`src/rtl/core/dra_pkg.sv`:
```
package dra_pkg;

  localparam int unsigned ByteW   = 8;
  localparam int unsigned StatusW = 2;
  localparam int unsigned AddrW   = 32;

  localparam logic [StatusW-1:0] StatusOk   = 2'd0;
  localparam logic [StatusW-1:0] StatusBad  = 2'd1;
  localparam logic [StatusW-1:0] StatusNone = 2'd2;

  localparam logic [ByteW-1:0] PtrMask  = 8'hC0;
  localparam logic [ByteW-1:0] MaxLabel = 8'd63;
  localparam logic [3:0]       FixedLen = 4'd10;

  typedef struct packed {
    logic [StatusW-1:0] status;
    logic [AddrW-1:0]   address;
  } dra_result_t;

endpackage

```
`src/rtl/core/dns_response_a_record_extractor.sv`:
```
// Parses a DNS response streamed one byte per beat and reports the first A
// record (type 1, length 4) as status plus IPv4 address, one result per packet,
// issued for the beat that carries last_byte_i. Bytes are taken at one per
// cycle with no gaps required unless the input stalls; the last byte passes
// the input register and the parser before the result register offers the
// result. The input register feeds the parser, whose state advances once per
// byte, and the result register holds the outcome. Input stalls only when a
// last byte is in the input register while downstream stalls an untaken result.
module dns_response_a_record_extractor import dra_pkg::*; (
  input  logic               clk_i,
  input  logic               rst_ni,
  input  logic               in_valid_i,
  output logic               in_stall_o,
  input  logic [ByteW-1:0]   data_byte_i,
  input  logic               last_byte_i,
  output logic               out_valid_o,
  input  logic               out_stall_i,
  output logic [StatusW-1:0] status_o,
  output logic [AddrW-1:0]   address_o
);

  logic             s1_valid_q;
  logic [ByteW-1:0] s1_byte_q;
  logic             s1_last_q;
  logic             out_free;
  logic             s1_go;
  logic             s1_load;
  dra_result_t      res;
  logic             o_valid_q;
  dra_result_t      o_res_q;

  assign out_free   = !o_valid_q || !out_stall_i;
  assign s1_go      = s1_valid_q && (!s1_last_q || out_free);
  assign in_stall_o = s1_valid_q && !s1_go;
  assign s1_load    = in_valid_i && !in_stall_o;

  always_ff @(posedge clk_i or negedge rst_ni) begin
    if (!rst_ni) begin
      s1_valid_q <= 1'b0;
    end else if (!in_stall_o) begin
      s1_valid_q <= in_valid_i;
    end
  end

  always_ff @(posedge clk_i) begin
    if (s1_load) begin
      s1_byte_q <= data_byte_i;
      s1_last_q <= last_byte_i;
    end
  end

  dra_parse u_parse (
    .clk_i   (clk_i),
    .rst_ni  (rst_ni),
    .step_i  (s1_go),
    .byte_i  (s1_byte_q),
    .last_i  (s1_last_q),
    .result_o(res)
  );

  always_ff @(posedge clk_i or negedge rst_ni) begin
    if (!rst_ni) begin
      o_valid_q <= 1'b0;
    end else if (out_free) begin
      o_valid_q <= s1_go && s1_last_q;
    end
  end

  always_ff @(posedge clk_i) begin
    if (out_free && s1_go && s1_last_q) o_res_q <= res;
  end

  assign out_valid_o = o_valid_q;
  assign status_o    = o_res_q.status;
  assign address_o   = o_res_q.address;

endmodule

```
`src/rtl/core/dra_parse.sv`:
```
module dra_parse import dra_pkg::*; (
  input  logic              clk_i,
  input  logic              rst_ni,
  input  logic              step_i,
  input  logic [ByteW-1:0]  byte_i,
  input  logic              last_i,
  output dra_result_t       result_o
);

  localparam logic [3:0] PhHeader = 4'd0;
  localparam logic [3:0] PhQLen   = 4'd1;
  localparam logic [3:0] PhQLabel = 4'd2;
  localparam logic [3:0] PhQTail  = 4'd3;
  localparam logic [3:0] PhQEnd   = 4'd4;
  localparam logic [3:0] PhAName  = 4'd5;
  localparam logic [3:0] PhAPtr   = 4'd6;
  localparam logic [3:0] PhALen   = 4'd7;
  localparam logic [3:0] PhALabel = 4'd8;
  localparam logic [3:0] PhAFixed = 4'd9;
  localparam logic [3:0] PhAData  = 4'd10;
  localparam logic [3:0] PhAddr   = 4'd11;
  localparam logic [3:0] PhDone   = 4'd12;

  logic [3:0]         ph_q, ph_d;
  logic [3:0]         pos_q, pos_d;
  logic [15:0]        ans_q, ans_d;
  logic [15:0]        skip_q, skip_d;
  logic [15:0]        rtype_q, rtype_d;
  logic [15:0]        rlen_q, rlen_d;
  logic [AddrW-1:0]   addr_q, addr_d;
  logic [StatusW-1:0] verdict_q, verdict_d;
  logic               fixed_q, fixed_d;

  logic [15:0] skip_dec;
  logic [15:0] ans_dec;
  logic [15:0] rlen_full;
  logic [3:0]  pos_inc;
  logic        is_ptr;

  assign skip_dec  = skip_q - 16'd1;
  assign ans_dec   = ans_q - 16'd1;
  assign rlen_full = {rlen_q[15:8], byte_i};
  assign pos_inc   = pos_q + 4'd1;
  assign is_ptr    = (byte_i & PtrMask) == PtrMask;

  always_comb begin
    ph_d      = ph_q;
    pos_d     = pos_q;
    ans_d     = ans_q;
    skip_d    = skip_q;
    rtype_d   = rtype_q;
    rlen_d    = rlen_q;
    addr_d    = addr_q;
    verdict_d = verdict_q;
    fixed_d   = fixed_q;
    if (!fixed_q) begin
      unique case (ph_q) inside
        PhHeader: begin
          if (pos_q == 4'd6) ans_d = {byte_i, 8'd0};
          if (pos_q == 4'd7) ans_d = {ans_q[15:8], byte_i};
          if (pos_q == 4'd11) begin
            pos_d = 4'd0;
            if (ans_q == 16'd0) begin
              verdict_d = StatusNone;
              fixed_d   = 1'b1;
              ph_d      = PhDone;
            end else begin
              ph_d = PhQLen;
            end
          end else begin
            pos_d = pos_inc;
          end
        end
        PhQLen: begin
          if (byte_i == '0) begin
            skip_d = 16'd4;
            ph_d   = PhQTail;
          end else if (byte_i > MaxLabel) begin
            verdict_d = StatusBad;
            fixed_d   = 1'b1;
            ph_d      = PhDone;
          end else begin
            skip_d = {8'd0, byte_i};
            ph_d   = PhQLabel;
          end
        end
        PhQLabel: begin
          skip_d = skip_dec;
          if (skip_dec == 16'd0) ph_d = PhQLen;
        end
        PhQTail: begin
          skip_d = skip_dec;
          if (skip_dec == 16'd0) ph_d = PhQEnd;
        end
        PhQEnd, PhAName: begin
          pos_d = 4'd0;
          if (is_ptr) begin
            ph_d = PhAPtr;
          end else if (byte_i == '0) begin
            ph_d = PhAFixed;
          end else begin
            skip_d = {8'd0, byte_i};
            ph_d   = PhALabel;
          end
        end
        PhAPtr: ph_d = PhAFixed;
        PhALen: begin
          if (byte_i == '0) begin
            ph_d = PhAFixed;
          end else begin
            skip_d = {8'd0, byte_i};
            ph_d   = PhALabel;
          end
        end
        PhALabel: begin
          skip_d = skip_dec;
          if (skip_dec == 16'd0) ph_d = PhALen;
        end
        PhAFixed: begin
          if (pos_q == 4'd0) rtype_d = {byte_i, 8'd0};
          if (pos_q == 4'd1) rtype_d = {rtype_q[15:8], byte_i};
          if (pos_q == 4'd8) rlen_d = {byte_i, 8'd0};
          if (pos_q == FixedLen - 4'd1) begin
            rlen_d = rlen_full;
            pos_d  = 4'd0;
            if (rtype_q == 16'd1 && rlen_full == 16'd4) begin
              addr_d = '0;
              ph_d   = PhAddr;
            end else begin
              ans_d  = ans_dec;
              skip_d = rlen_full;
              if (ans_dec == 16'd0) begin
                verdict_d = StatusNone;
                fixed_d   = 1'b1;
                ph_d      = PhDone;
              end else if (rlen_full == 16'd0) begin
                ph_d = PhAName;
              end else begin
                ph_d = PhAData;
              end
            end
          end else begin
            pos_d = pos_inc;
          end
        end
        PhAData: begin
          skip_d = skip_dec;
          if (skip_dec == 16'd0) ph_d = PhAName;
        end
        PhAddr: begin
          addr_d = {addr_q[AddrW-ByteW-1:0], byte_i};
          if (pos_q == 4'd3) begin
            verdict_d = StatusOk;
            fixed_d   = 1'b1;
            ph_d      = PhDone;
          end else begin
            pos_d = pos_inc;
          end
        end
        default: ;
      endcase
    end
  end

  // outcome as seen after this beat has been taken
  always_comb begin
    if (fixed_d) result_o.status = verdict_d;
    else if (ph_d == PhAName || ph_d == PhAData) result_o.status = StatusNone;
    else result_o.status = StatusBad;
    result_o.address = (result_o.status == StatusOk) ? addr_d : '0;
  end

  always_ff @(posedge clk_i or negedge rst_ni) begin
    if (!rst_ni) begin
      ph_q      <= PhHeader;
      pos_q     <= '0;
      ans_q     <= '0;
      skip_q    <= '0;
      rtype_q   <= '0;
      rlen_q    <= '0;
      addr_q    <= '0;
      verdict_q <= '0;
      fixed_q   <= 1'b0;
    end else if (step_i) begin
      if (last_i) begin
        ph_q      <= PhHeader;
        pos_q     <= '0;
        ans_q     <= '0;
        skip_q    <= '0;
        rtype_q   <= '0;
        rlen_q    <= '0;
        addr_q    <= '0;
        verdict_q <= '0;
        fixed_q   <= 1'b0;
      end else begin
        ph_q      <= ph_d;
        pos_q     <= pos_d;
        ans_q     <= ans_d;
        skip_q    <= skip_d;
        rtype_q   <= rtype_d;
        rlen_q    <= rlen_d;
        addr_q    <= addr_d;
        verdict_q <= verdict_d;
        fixed_q   <= fixed_d;
      end
    end
  end

endmodule

```
`config.mk`:
```
export PLATFORM = sky130hd
export DESIGN_NAME = dns_response_a_record_extractor
export DESIGN_NICKNAME = d
export VERILOG_FILES = /design/src/rtl/core/dra_pkg.sv /design/src/rtl/core/dns_response_a_record_extractor.sv /design/src/rtl/core/dra_parse.sv
export SDC_FILE = /design/constraint.sdc
export NUM_CORES = 1
export LEC_CHECK = 0
export BUFFER_PORTS_ARGS = -buffer_cell sky130_fd_sc_hd__buf_2
export CAP_MARGIN = 5
export CORE_MARGIN = 3
export CORE_UTILIZATION = 40
export CTS_BUF_LIST = sky130_fd_sc_hd__clkbuf_4 sky130_fd_sc_hd__clkbuf_8
export DETAILED_ROUTE_END_ITERATION = 16
export PLACE_DENSITY = 0.6
export SLEW_MARGIN = 20
export SYNTH_ARGS = -nofsm -noshare
export SYNTH_HDL_FRONTEND = slang
export SYNTH_SLANG_ARGS = --single-unit
```
`constraint.sdc`:
```
create_clock -name clk_i -period 6.8 [get_ports clk_i]
set_input_delay 0 -clock clk_i [delete_from_list [all_inputs] [get_ports clk_i]]
set_output_delay 0 -clock clk_i [all_outputs]
set_load 0.02 [all_outputs]
```
Word level (Yosys, flattened, before mapping)
Cells that the tools add are included.

storage, ports and cells
  bits in latches = 0
  bits in writable memories = 0
  memories = 0
  flip-flop bits (word level) = 144
  bits in read-only memories = 0

cells by class
  bitwise operators = 0
  order comparisons = 1
  $mul = 0
  $add $sub $neg = 3
  equality and inequality tests = 34
  shifts and indexed selects = 0
  multiplexer cells = 79
  divide/modulo/power cells = 0
  reductions and logical operators = 39

operators with widths
  kind                                                                     number
  16-bit two-way mux                                                       24
  32-bit two-way mux                                                       4
  4-bit two-way mux                                                        21
  16-bit one-hot mux with 5 select lines                                   1
  16-bit logical NOT                                                       4
  32-bit one-hot mux with 2 select lines                                   1
  4-bit one-hot mux with 11 select lines                                   1
  4-bit equality test (second input constant)                              8
  16-bit one-hot mux with 2 select lines                                   1
  16-bit by 1-bit subtractor with 16-bit output (second input constant)    2
  4-bit by 3-bit equality test with 1-bit output (second input constant)   7
  2-bit two-way mux                                                        12
  3-bit inequality test (second input constant)                            6
  16-bit by 1-bit equality test with 1-bit output (second input constant)  1
  16-bit by 3-bit equality test with 1-bit output (second input constant)  1
  4-bit one-hot mux with 4 select lines                                    1
  7-bit AND reduction                                                      2
  4-bit by 2-bit equality test with 1-bit output (second input constant)   3
  1-bit two-way mux                                                        11
  5-bit AND reduction                                                      2
  4-bit by 1-bit equality test with 1-bit output (second input constant)   2
  8-bit by 6-bit > comparator with 1-bit output (second input constant)    1
  4-bit logical NOT                                                        2
  8-bit logical NOT                                                        1
  18 further kinds                                                         37

Logic depth before layout (Yosys ltp)
Gate-level depths: netlist (run 1).

  depth after elaboration = 12
  gate-level depth with buffers = 16
  depth with buffers taken out = 11

Modules after synthesis
From an unflattened synthesis (run 1), not the netlist that was laid out.

unflattened totals
  cell total of the unflattened synthesis = 871
  area, all modules = 8001.4 sq um

modules (own cells, without submodules)
  module                           times used  area each (sq um)  cells each
  dra_parse                        1           6605.1             816
  dns_response_a_record_extractor  1           1396.3             55

Worst setup path after synthesis (run 1)
No wires, ideal clock.

  path kind = reg-to-reg
  from = register u_parse.ans_q[1]
  to = register o_res_q (netlist bit address_o[20]) (data pin)
  arrival time = 3081 ps
  library setup time = 259 ps
  path slack = 3459 ps
  buffers on the path = 4
  data required time = 6541 ps
  stages on the path, launching flop included = 16
  cell sequence = dfrtp_1 -> clkbuf_1 -> inv_1 -> ha_1 -> clkbuf_2 -> or4_1 -> mux2i_1 -> nand4_2 -> a2111oi_4 -> nand2_1 -> and2_1 -> o21ai_0 -> or3_1 -> buf_6 -> buf_12 -> nor2_4

on the way
  longest elaborated chain between the ends = 12
  elaborated cells on any way between the ends = 30

RTL lines
  item                                                                                   line                                   RTL
  start, declared                                                                        dra_parse.sv:26                        logic [15:0] ans_q, ans_d;
  start signal, assigned                                                                 dra_parse.sv:198                       ans_q <= ans_d;
  16-bit by 1-bit subtractor with 16-bit output                                          dra_parse.sv:41                        assign ans_dec = ans_q - 16'd1;
  16-bit logical NOT                                                                     dra_parse.sv:132                       if (ans_dec == 16'd0) begin
  4-bit two-way mux                                                                      dra_parse.sv:132
  4-bit two-way mux                                                                      dra_parse.sv:126                       if (rtype_q == 16'd1 && rlen_full == 16'd4) begin
  4-bit two-way mux                                                                      dra_parse.sv:123                       if (pos_q == FixedLen - 4'd1) begin
  4-bit one-hot mux with 11 select lines                                                 dra_parse.sv:57                        unique case (ph_q) inside
  4-bit two-way mux                                                                      dra_parse.sv:56                        if (!fixed_q) begin
  4-bit by 3-bit equality test with 1-bit output or 4-bit equality test (tied branches)  dra_parse.sv:168                       else if (ph_d == PhAName || ph_d == PhAData) result_o.status = StatusNone;
  1-bit logical OR                                                                       dra_parse.sv:168
  2-bit two-way mux                                                                      dra_parse.sv:168
  2-bit two-way mux (*)                                                                  dra_parse.sv:167                       if (fixed_d) result_o.status = verdict_d;
  2-bit logical NOT (*)                                                                  dra_parse.sv:170                       result_o.address = (result_o.status == StatusOk) ? addr_d : '0;
  end signal, assigned                                                                   dns_response_a_record_extractor.sv:70  if (out_free && s1_go && s1_last_q) o_res_q <= res;
  end, declared                                                                          dns_response_a_record_extractor.sv:30  dra_result_t o_res_q;

Every way passes the cells marked *; elsewhere a longest branch is shown, timed or not.
A chain may end at the register's enable or synchronous reset.

Final worst setup path (run 1)
  from = register u_parse.ans_q[0]
  to = register o_res_q (netlist bit address_o[3]) (data pin)

Same word-level chain as after synthesis.

==> results.ini, run 1 <==
[global_routing]
grt_max_degree = 78
grtUsageTotal_pct = 20.2
grt_pass1_vias = 6774
antenna_found_initial = 0
grt_pass1_wl_mm = 36.2
grt_overflow_total = 0

[sta]
fin_crit_sh_pct = 59.5
slew_headroom_pct = 37.8
finalMaxSlewViolations = 0
setup-tns-final_ns = 0
fin_skew_ns = 0.0139
hold_viol = 0
fin_ws_ns = 2.75
report.final.setup_viol = 0
worstMarginPinSlew_ns = 0.929
grt_setup_unrepaired = no
layout_min_cycle_time_ns = 4.05
max_freq_mhz = 247

[logic_synthesis]
synth-edff-count = 43
synth.distinct_cells = 70
syn-cell-area_sq_um = 8270
synth_nets = 948
synth_cells = 927
synthArstFlopShare_pct = 70.1
ys_seq_area_share_pct = 46.2
ys_warn_count = 0
postSynthAreaPerCell_sq_um = 8.92
yosys-top-cells-area = dfrtp_1 (31%), edfxtp_1 (16%), o21ai_0 (7.1%), a22oi_1 (6.6%), nand2_1 (4.1%)
synth.ff_latch_count = 144
yosysTopAreaCellShare_pct = 30.6
synth_top_area_cell = dfrtp_1
synthFlopType = dfrtp_1

[floorplan]
initial_utilization_pct = 41.5
die_y_um = 150
dieArea_sq_um = 22400
rows = 51
dieWidth_um = 150
io_pins = 49
core_sq_um = 19900

[clock_tree]
numClockSinks = 144
cts_buffers = 17
path_clk_slew_ns = 0.10
cts_tree = built
post_cts_buffers = 0
insertion_delay_ns = 0.46
clockBufferDepth = 2
root_buffer = clkbuf_8
htree_levels = 4

[layout]
syn_to_final_growth_pct = 11.1
mostFrequentLayoutCells = o21ai_0 (118), dfrtp_1 (101), nand2_1 (91), nor2_1 (86), a22oi_1 (73)
nNetsFinal = 965
n_fill_cell = 1916
multi_input_area_sq_um = 4030
stdcell_area_sq_um = 9190
drive_gt1_share_pct = 13.2
antenna_cells = 0
final_common_cell = o21ai_0
final_util_pct = 46.2
regArea_sq_um = 3820

[drt]
drc_errors = 0
drtAntennaViolNets = 0
wl_mm = 22.1
wl_per_cell_um = 18.1
dr.pass1.iters = 5
post_drt_via_cell_ratio = 5.89
num_vias = 7196
drtIter0Drc = 673

[placed_design]
dp_slack_ns = 2.78
place_congestion = 0.878
dpl_cell_area_sq_um = 8620
io_buffers = 48
dp_hpwl_mm = 14.0

[worst_setup_path]
cp-start-kind = flip-flop
path_class = flip-flop to flip-flop
endpoint_kind = flip-flop
cp.required_ns = 6.97
crit_fanout = 32
cp_slowest_cell = or3_2
max_stage_delay_ns = 0.78
crit_chain = inv_1, ha_1, or4_1, mux2i_1, nand4_2, a2111oi_4, nand2_1, and2_1, o21ai_0, or3_2, nor2_1
crit_arrival_ns = 4.22

[run]
cap_violations = 0

[status]
status = complete, no violations

[min_path]
hp-class = input pin to async pin

[power]
peakVddDrop_uv = 116
pwr_density_cell_nw_per_um2 = 275
power.leakage_nw = 3.44

metrics by stage:
| stage | cells | hold slack [ns] | total power, mW |
|---|---|---|---|
| 3_5_place_dp | 1177 | 0.0330 | 1.75 |
| 3_3_place_gp | 1177 | 0.0305 | 1.75 |
| 6_report | 1222 | 0.0664 | 2.52 |
| 4_1_cts | 1222 | 0.0766 | 2.53 |
| 2_1_floorplan | 927 | -0.296 | 1.57 |
| 5_1_grt | 1222 | 0.0930 | 2.68 |
Yosys cell counts (7+ instances only):
cell,n
clkbuf_1,67
a211oi_1,7
nor2b_1,9
ha_1,8
a22oi_1,73
a22o_1,10
nand3_1,20
nor2_1,87
and2_1,8
dfrtp_1,101
nor2_4,9
o31ai_1,13
edfxtp_1,43
or2_2,7
a31oi_1,11
o21ai_0,118
nor3_1,35
nand4_1,8
nor4_1,19
nand3b_1,10
nand2_1,91
inv_1,27
a21oi_1,36
worst paths after layout:
path | startpoint | endpoint | slack, ns | depth (start not counted)
min | rst_ni | u_parse.ans_q[15] | 0.07 | 2
min reg2reg | u_parse.rtype_q[0] | u_parse.rtype_q[0] | 0.51 | 2
max | u_parse.ans_q[0] | address_o[3] | 2.75 | 11
max in group asynchronous | rst_ni | u_parse.addr_q[27] | 5.54 | 3
min in group clk_i | data_byte_i[2] | s1_byte_q[2] | 0.25 | 2
max reg2reg | u_parse.ans_q[0] | address_o[3] | 2.75 | 11
layer usage:
layer / vias up / track usage (%) / part of all wire (%)
li1: 3456 / - / -
met1: 3431 / 28.3 / 46
met2: 277 / 31.1 / 45
met3: 32 / 4.12 / 6.7
met4: 0 / 7.23 / 2.4
met5: - / 0 / 0
critical path, delay by kind of cell (launching register included):
| family | cells | cell delay [ns] |
|---|---|---|
| simple gates | 6 | 1.90 |
| compound gates | 2 | 0.77 |
| flops | 1 | 0.54 |
| fa+ha+maj | 1 | 0.30 |
| mux | 1 | 0.18 |
| buf+inv | 1 | 0.08 |
flip-flops by register name, summed over array words and instances (netlist names), 2 cells and up:
name               count
u_parse.addr_q        32
status_o               2
s1_byte_q              8
u_parse.pos_q          4
u_parse.ans_q         16
u_parse.verdict_q      2
u_parse.ph_q           4
u_parse.skip_q        16
u_parse.rlen_q         8
address_o             32
u_parse.rtype_q       16
cells by family (layout without fill, tap and decap cells):
family | after synthesis | count (layout) | synth area share (%)
adder cells (fa/ha/maj) | 8 | 8 | 1.21
XOR/XNOR | 7 | 7 | 0.741
flip-flops | 144 | 144 | 46.2
AND/OR/NAND/NOR | 350 | 350 | 22.1
AO/OA/AOI/OAI | 313 | 313 | 24.1
buffers and inverters | 102 | 132 | 5.31
multiplexers | 3 | 3 | 0.378
what timing repair did:
item | in CTS | in global routing
hold endpoints to repair | 52 | 0
hold buffers | 13 | 0
gates resized for setup | 0 | 0
area by class of cell:
type / count / share of cell area, %
clock buffer: 17 / 2.54
clock inverter: 15 / 2.31
inverter: 27 / 1.10
multi-input combinational: 681 / 43.9
sequential: 144 / 41.5
tap: 265 / 3.61
timing repair buffer: 73 / 5.04
power by group:
group / internal [mW] / switching [mW]
clock: 0.384 / 0.392
sequential: 0.975 / 0.135
combinational: 0.234 / 0.404
(Power assumes the default switching activity.)
==> run 2: changes to the inputs <==
Settings changed: PLACE_DENSITY 0.6 to 0.62.
Clock period 6.8 ns to 3.46 ns, I/O delays scaled along.
==> run 2 against run 1 <==
Net effect: first-iteration DRC count fell by 11%; setup slack got worse by 2.6 ns; fmax rose by 23%.
==> results.ini, run 2 (synthesis gave the netlist of run 1 again) <==
[power]
pwr_density_cell_nw_per_um2 = 518  ; +89%
peakVddDrop_uv = 271  ; +130%
power.leakage_nw = 3.64  ; +5.6%
totalPowerFinal_mw = 4.93  ; +95%

[placed_design]
io_buffers = 48  ; unchanged
place_inst = 1217  ; +3.4%
dp_hpwl_mm = 15.3  ; +9.5%
place_congestion = 0.944  ; +7.6%
dpl_cell_area_sq_um = 8940  ; +3.8%
dp_slack_ns = 0.110  ; -2.67 ns

[floorplan]
dieWidth_um = 150  ; unchanged
initial_utilization_pct = 41.5  ; unchanged
dieArea_sq_um = 22400  ; unchanged
die_y_um = 150  ; unchanged
rows = 51  ; unchanged
core_sq_um = 19900  ; unchanged
io_pins = 49  ; unchanged

[sta]
worstMarginPinSlew_ns = 0.766  ; -0.163 ns
hold_viol = 0  ; unchanged
fin_crit_sh_pct = 94.9  ; +35 points
fin_ws_ns = 0.178  ; -2.57 ns
report.final.setup_viol = 0  ; unchanged
fin_skew_ns = 0.0214  ; +0.00752 ns
max_freq_mhz = 305  ; +23%
finalMaxSlewViolations = 0  ; unchanged
setup-tns-final_ns = 0  ; unchanged
layout_min_cycle_time_ns = 3.28  ; -0.766 ns
slew_headroom_pct = 48.7  ; +11 points

[worst_setup_path]
crit_arrival_ns = 3.61  ; -0.61 ns
endpoint_kind = flip-flop
cp.required_ns = 3.78  ; -3.19 ns
timing.rr.start = u_parse.ans_q[12]
cp-start-kind = flip-flop
rrSetupSlack_ns = 0.18  ; -2.57 ns
r2r_end = address_o[19]
reg2reg_depth = 10  ; -1
crit_fanout = 32  ; unchanged
path_class = flip-flop to flip-flop

[clock_tree]
numClockSinks = 144  ; unchanged
clockBufferDepth = 2  ; unchanged
insertion_delay_ns = 0.46  ; about the same
root_buffer = clkbuf_8
path_clk_slew_ns = 0.10  ; about the same
htree_levels = 4  ; unchanged
cts_buffers = 17  ; unchanged
cts_tree = built

[drt]
wl_per_cell_um = 18.1  ; +0.10%
top_layer_used = met4
num_vias = 7459  ; +3.7%
post_drt_via_cell_ratio = 5.91  ; +0.29%
dr.pass1.iters = 5  ; unchanged
wl_met1_mm = 10.5  ; +4.5%
drtIter0Drc = 598  ; -11%
wl_mm = 22.9  ; +3.5%
dr_wl_met3_mm = 1.27  ; -14%
drc_errors = 0  ; unchanged
wl_met2_mm = 10.4  ; +3.3%
drtAntennaViolNets = 0  ; unchanged

[global_routing]
grt_pass1_wl_mm = 37.4  ; +3.1%
grt_max_degree = 65  ; -17%
grtUsageTotal_pct = 20.8  ; +0.63 points
antenna_found_initial = 0  ; unchanged
grt_pass1_vias = 6958  ; +2.7%
grt_overflow_total = 0  ; unchanged

[min_path]
hp-class = input pin to async pin

[run]
cap_violations = 0  ; unchanged

[status]
status = complete, no violations

[layout]
final_cell_count_no_fill = 1263  ; +3.4%
final_common_cell = o21ai_0
mostFrequentLayoutCells = o21ai_0 (117), dfrtp_1 (101), nand2_1 (91), nor2_1 (86), a22oi_1 (73)
antenna_cells = 0  ; unchanged
nNetsFinal = 1006  ; +4.2%
drive_gt1_share_pct = 17.1  ; +4.0 points
syn_to_final_growth_pct = 15.0
stdcell_area_sq_um = 9520  ; +3.5%

run 2: critical path, stage by stage (launching register included):
cell and delay, ns:
dfrtp_1 0.50, nor4_1 0.58, o31ai_1 0.18, buf_4 0.19
a2111oi_4 0.47, a21oi_1 0.16, o21ai_1 0.15, o21ai_1 0.10
or3_1 0.37, clkbuf_8 0.25, nor2_1 0.15
run 2: power breakdown:
group	internal [mW]	total, mW	switching (mW)
clock	0.545	1.34	0.797
combinational	0.570	1.46	0.894
sequential	1.92	2.12	0.207
total	3.03	4.93	1.90
run 2: area by class of cell:
cell class | instances | area [sq um]
Multi-Input combinational cell | 681 | 4060
Inverter | 27 | 101
Clock inverter | 15 | 166
Tap cell | 265 | 332
Clock buffer | 17 | 234
Fill cell | 1915 | 10400
Timing Repair Buffer | 114 | 802
Sequential cell | 144 | 3820
run 2: metal layers:
layer | vias to the layer above | GRT usage, %
met5 | - | 0
met4 | 0 | 8.05
met3 | 47 | 3.45
met2 | 269 | 31.3
met1 | 3585 | 30.0
li1 | 3558 | -
run 2: timing repair:
item / in CTS / in global routing
hold buffers: 13 / 0
resized for setup: 0 / 9
setup endpoints to repair: 0 / 34
buffers inserted: 0 / 1
hold endpoints to repair: 58 / 0
run 2: per-stage QoR:
stage	hold WS (ns)	util (%)
6_report	0.0912	47.8
5_1_grt	0.133	47.8
4_1_cts	0.0940	47.6
3_3_place_gp	0.0742	44.9
2_1_floorplan	-0.296	-
3_5_place_dp	0.0712	44.9
run 2: worst max-delay path by stage:
stage / from / end / slack (ns) / cells past startpoint
2_1_floorplan: u_parse.ans_q[1] / address_o[20] / 0.12 / 15
3_3_place_gp: u_parse.ans_q[0] / address_o[5] / 0.19 / 12
3_5_place_dp: u_parse.ans_q[1] / address_o[5] / 0.11 / 12
4_1_cts: u_parse.ans_q[1] / address_o[19] / 0.11 / 12
5_1_grt: u_parse.ans_q[1] / address_o[5] / -0.02 / 12
6_report: u_parse.ans_q[12] / address_o[19] / 0.18 / 10
==> run 3: changes to the inputs <==
Settings changed: CORE_UTILIZATION 40 to 29, PLACE_DENSITY 0.62 to 0.5.
==> run 3 against run 2 <==
Net effect: critical path depth grew 3; highest routed layer unchanged; power grew 2.0%; hold slack gained 0.016 ns; combinational power grew 3%; largest cell class unchanged; fmax grew 0.98%; global-route usage shrank 4.6 points; non-clock buffer count grew 5; cell count grew 9.3%; clock-buffer cell count is the same; core utilization shrank 13 points; clock skew shrank 0.0027 ns; die area grew 36%.
==> results.ini, run 3 (synthesis gave the netlist of run 1 again) <==
[placed_design]
dp_slack_ns = 0.119  ; +0.00956 ns
io_buffers = 48  ; unchanged
place_congestion = 0.897  ; -5.0%
place_inst = 1335  ; +9.7%
dp_hpwl_mm = 16.7  ; +9.3%
dpl_cell_area_sq_um = 9150  ; +2.3%

[power]
peakVddDrop_uv = 321  ; +19%
totalPowerFinal_mw = 5.03  ; +2.0%
pwr_density_cell_nw_per_um2 = 518  ; about the same
power.leakage_nw = 3.68  ; +1.1%

[worst_setup_path]
r2r_end = address_o[0]
crit_chain = inv_1, ha_1, buf_4, nor3b_1, xnor2_1, o211ai_1, a2111oi_4, a21oi_1, o21ai_1, o21ai_1, or3_1, buf_12, nor2_1
cp-start-kind = flip-flop
rrSetupSlack_ns = 0.21  ; +0.03 ns
cpMostUsedCell = o21ai_1
endpoint_kind = flip-flop
crit_fanout = 32  ; unchanged
crit_arrival_ns = 3.58  ; -0.03 ns
max_stage_delay_ns = 0.46  ; -0.12 ns
timing.rr.start = u_parse.ans_q[1]
cp_slowest_cell = a2111oi_4
worst-path-buf-inv = 3  ; +1
reg2reg_depth = 13  ; +3
cpLargestDelayFamily = compound AO/OA/AOI/OAI gates
cp.required_ns = 3.79  ; about the same
path_class = flip-flop to flip-flop

[layout]
final_util_pct = 34.8  ; -13 points
syn_to_final_growth_pct = 17.4
final_cell_count_no_fill = 1381  ; +9.3%
stdcell_area_sq_um = 9710  ; +2.0%
final_common_cell = o21ai_0
mostFrequentLayoutCells = o21ai_0 (117), dfrtp_1 (101), nand2_1 (91), nor2_1 (86), a22oi_1 (73)
antenna_cells = 0  ; unchanged
n_fill_cell = 2938  ; +53%
nNetsFinal = 1011  ; +0.50%
drive_gt1_share_pct = 17.4  ; +0.31 points

[global_routing]
antenna_found_initial = 0  ; unchanged
grt_overflow_total = 0  ; unchanged
grtUsageTotal_pct = 16.2  ; -4.6 points
grt_max_degree = 65  ; unchanged
grt_pass1_wl_mm = 40.0  ; +7.1%
grt_pass1_vias = 7099  ; +2.0%

[sta]
fin_skew_ns = 0.0186  ; -0.00274 ns
finalMaxSlewViolations = 0  ; unchanged
setup-tns-final_ns = 0  ; unchanged
report.final.setup_viol = 0  ; unchanged
hold_slack_ns = 0.107  ; +0.0161 ns
hold_viol = 0  ; unchanged
layout_min_cycle_time_ns = 3.25  ; -0.0318 ns
max_freq_mhz = 308  ; +0.98%
slew_headroom_pct = 43.6  ; -5.2 points
worstMarginPinSlew_ns = 0.843  ; +0.0772 ns
grt_setup_unrepaired = no
fin_crit_sh_pct = 93.9  ; -0.92 points
fin_ws_ns = 0.210  ; +0.0318 ns

[clock_tree]
clockBufferDepth = 2  ; unchanged
root_buffer = clkbuf_8
htree_levels = 4  ; unchanged
path_clk_slew_ns = 0.10  ; about the same
insertion_delay_ns = 0.47  ; about the same
numClockSinks = 144  ; unchanged
cts_buffers = 17  ; unchanged
cts_tree = built

[drt]
dr.pass1.iters = 5  ; unchanged
post_drt_via_cell_ratio = 5.36  ; -9.2%
num_vias = 7405  ; -0.72%
wl_mm = 24.8  ; +8.4%
wl_per_cell_um = 18.0  ; -0.84%
drtIter0Drc = 595  ; -0.50%
drtAntennaViolNets = 0  ; unchanged
drc_errors = 0  ; unchanged

[min_path]
hp-class = input pin to async pin

[floorplan]
dieWidth_um = 175  ; +17%
io_pins = 49  ; unchanged
die_y_um = 175  ; +17%
core_sq_um = 27900  ; +40%
initial_utilization_pct = 29.6  ; -12 points
dieArea_sq_um = 30600  ; +36%
rows = 61  ; +20%

[status]
status = complete, no violations

[run]
cap_violations = 0  ; unchanged

[run 3: repair_timing]
action	CTS	global route
endpoints found under the setup margin	0	34
hold endpoints to repair	61	0
hold buffers	13	0
gates resized for setup	0	6
buffers inserted	0	1
[run 3: where the power goes]
part / switching, mW / internal [mW] / leakage (nW) / total, mW
Sequential: 0.194 / 1.92 / 1.79 / 2.11
Combinational: 0.929 / 0.584 / 1.68 / 1.51
Clock: 0.796 / 0.605 / 0.202 / 1.40
Total: 1.92 / 3.11 / 3.68 / 5.03
[run 3: area by class of cell]
class,count,area [sq um],share of cell area [%]
clock buffers,17,234,2.41
clock inverters,15,165,1.70
inverters,27,101,1.04
multi-input cells,681,4060,41.8
flip-flops and latches,144,3820,39.3
well taps,378,473,4.87
repair buffers,119,858,8.84
[run 3: routing by layer]
metal	vias up	part of all wire [%]	track usage, %
met1	3611	49	23.5
li1	3563	-	-
met4	0	1.5	4.16
met3	31	4.0	2.48
met5	-	0	0
met2	200	46	25.5
[run 3: worst max path at each step]
stage                                  from       endpoint  slack (ns)  cells after the start
after detailed placement  u_parse.skip_q[1]    status_o[0]        0.12                     11
after floorplan            u_parse.ans_q[1]  address_o[20]        0.12                     15
after CTS                 u_parse.skip_q[1]    status_o[0]        0.07                     11
after global routing      u_parse.skip_q[1]    status_o[0]        0.02                     12
after global placement     u_parse.ans_q[0]   address_o[0]        0.17                     12
final                      u_parse.ans_q[1]   address_o[0]        0.21                     13
[run 3: worst reg2reg max path: stages (launching register included)]
cell,delay [ns]
dfrtp_1,0.39
inv_1,0.07
ha_1,0.15
buf_4,0.16
nor3b_1,0.27
xnor2_1,0.19
o211ai_1,0.23
a2111oi_4,0.46
a21oi_1,0.15
o21ai_1,0.15
o21ai_1,0.11
or3_1,0.41
buf_12,0.20
nor2_1,0.17
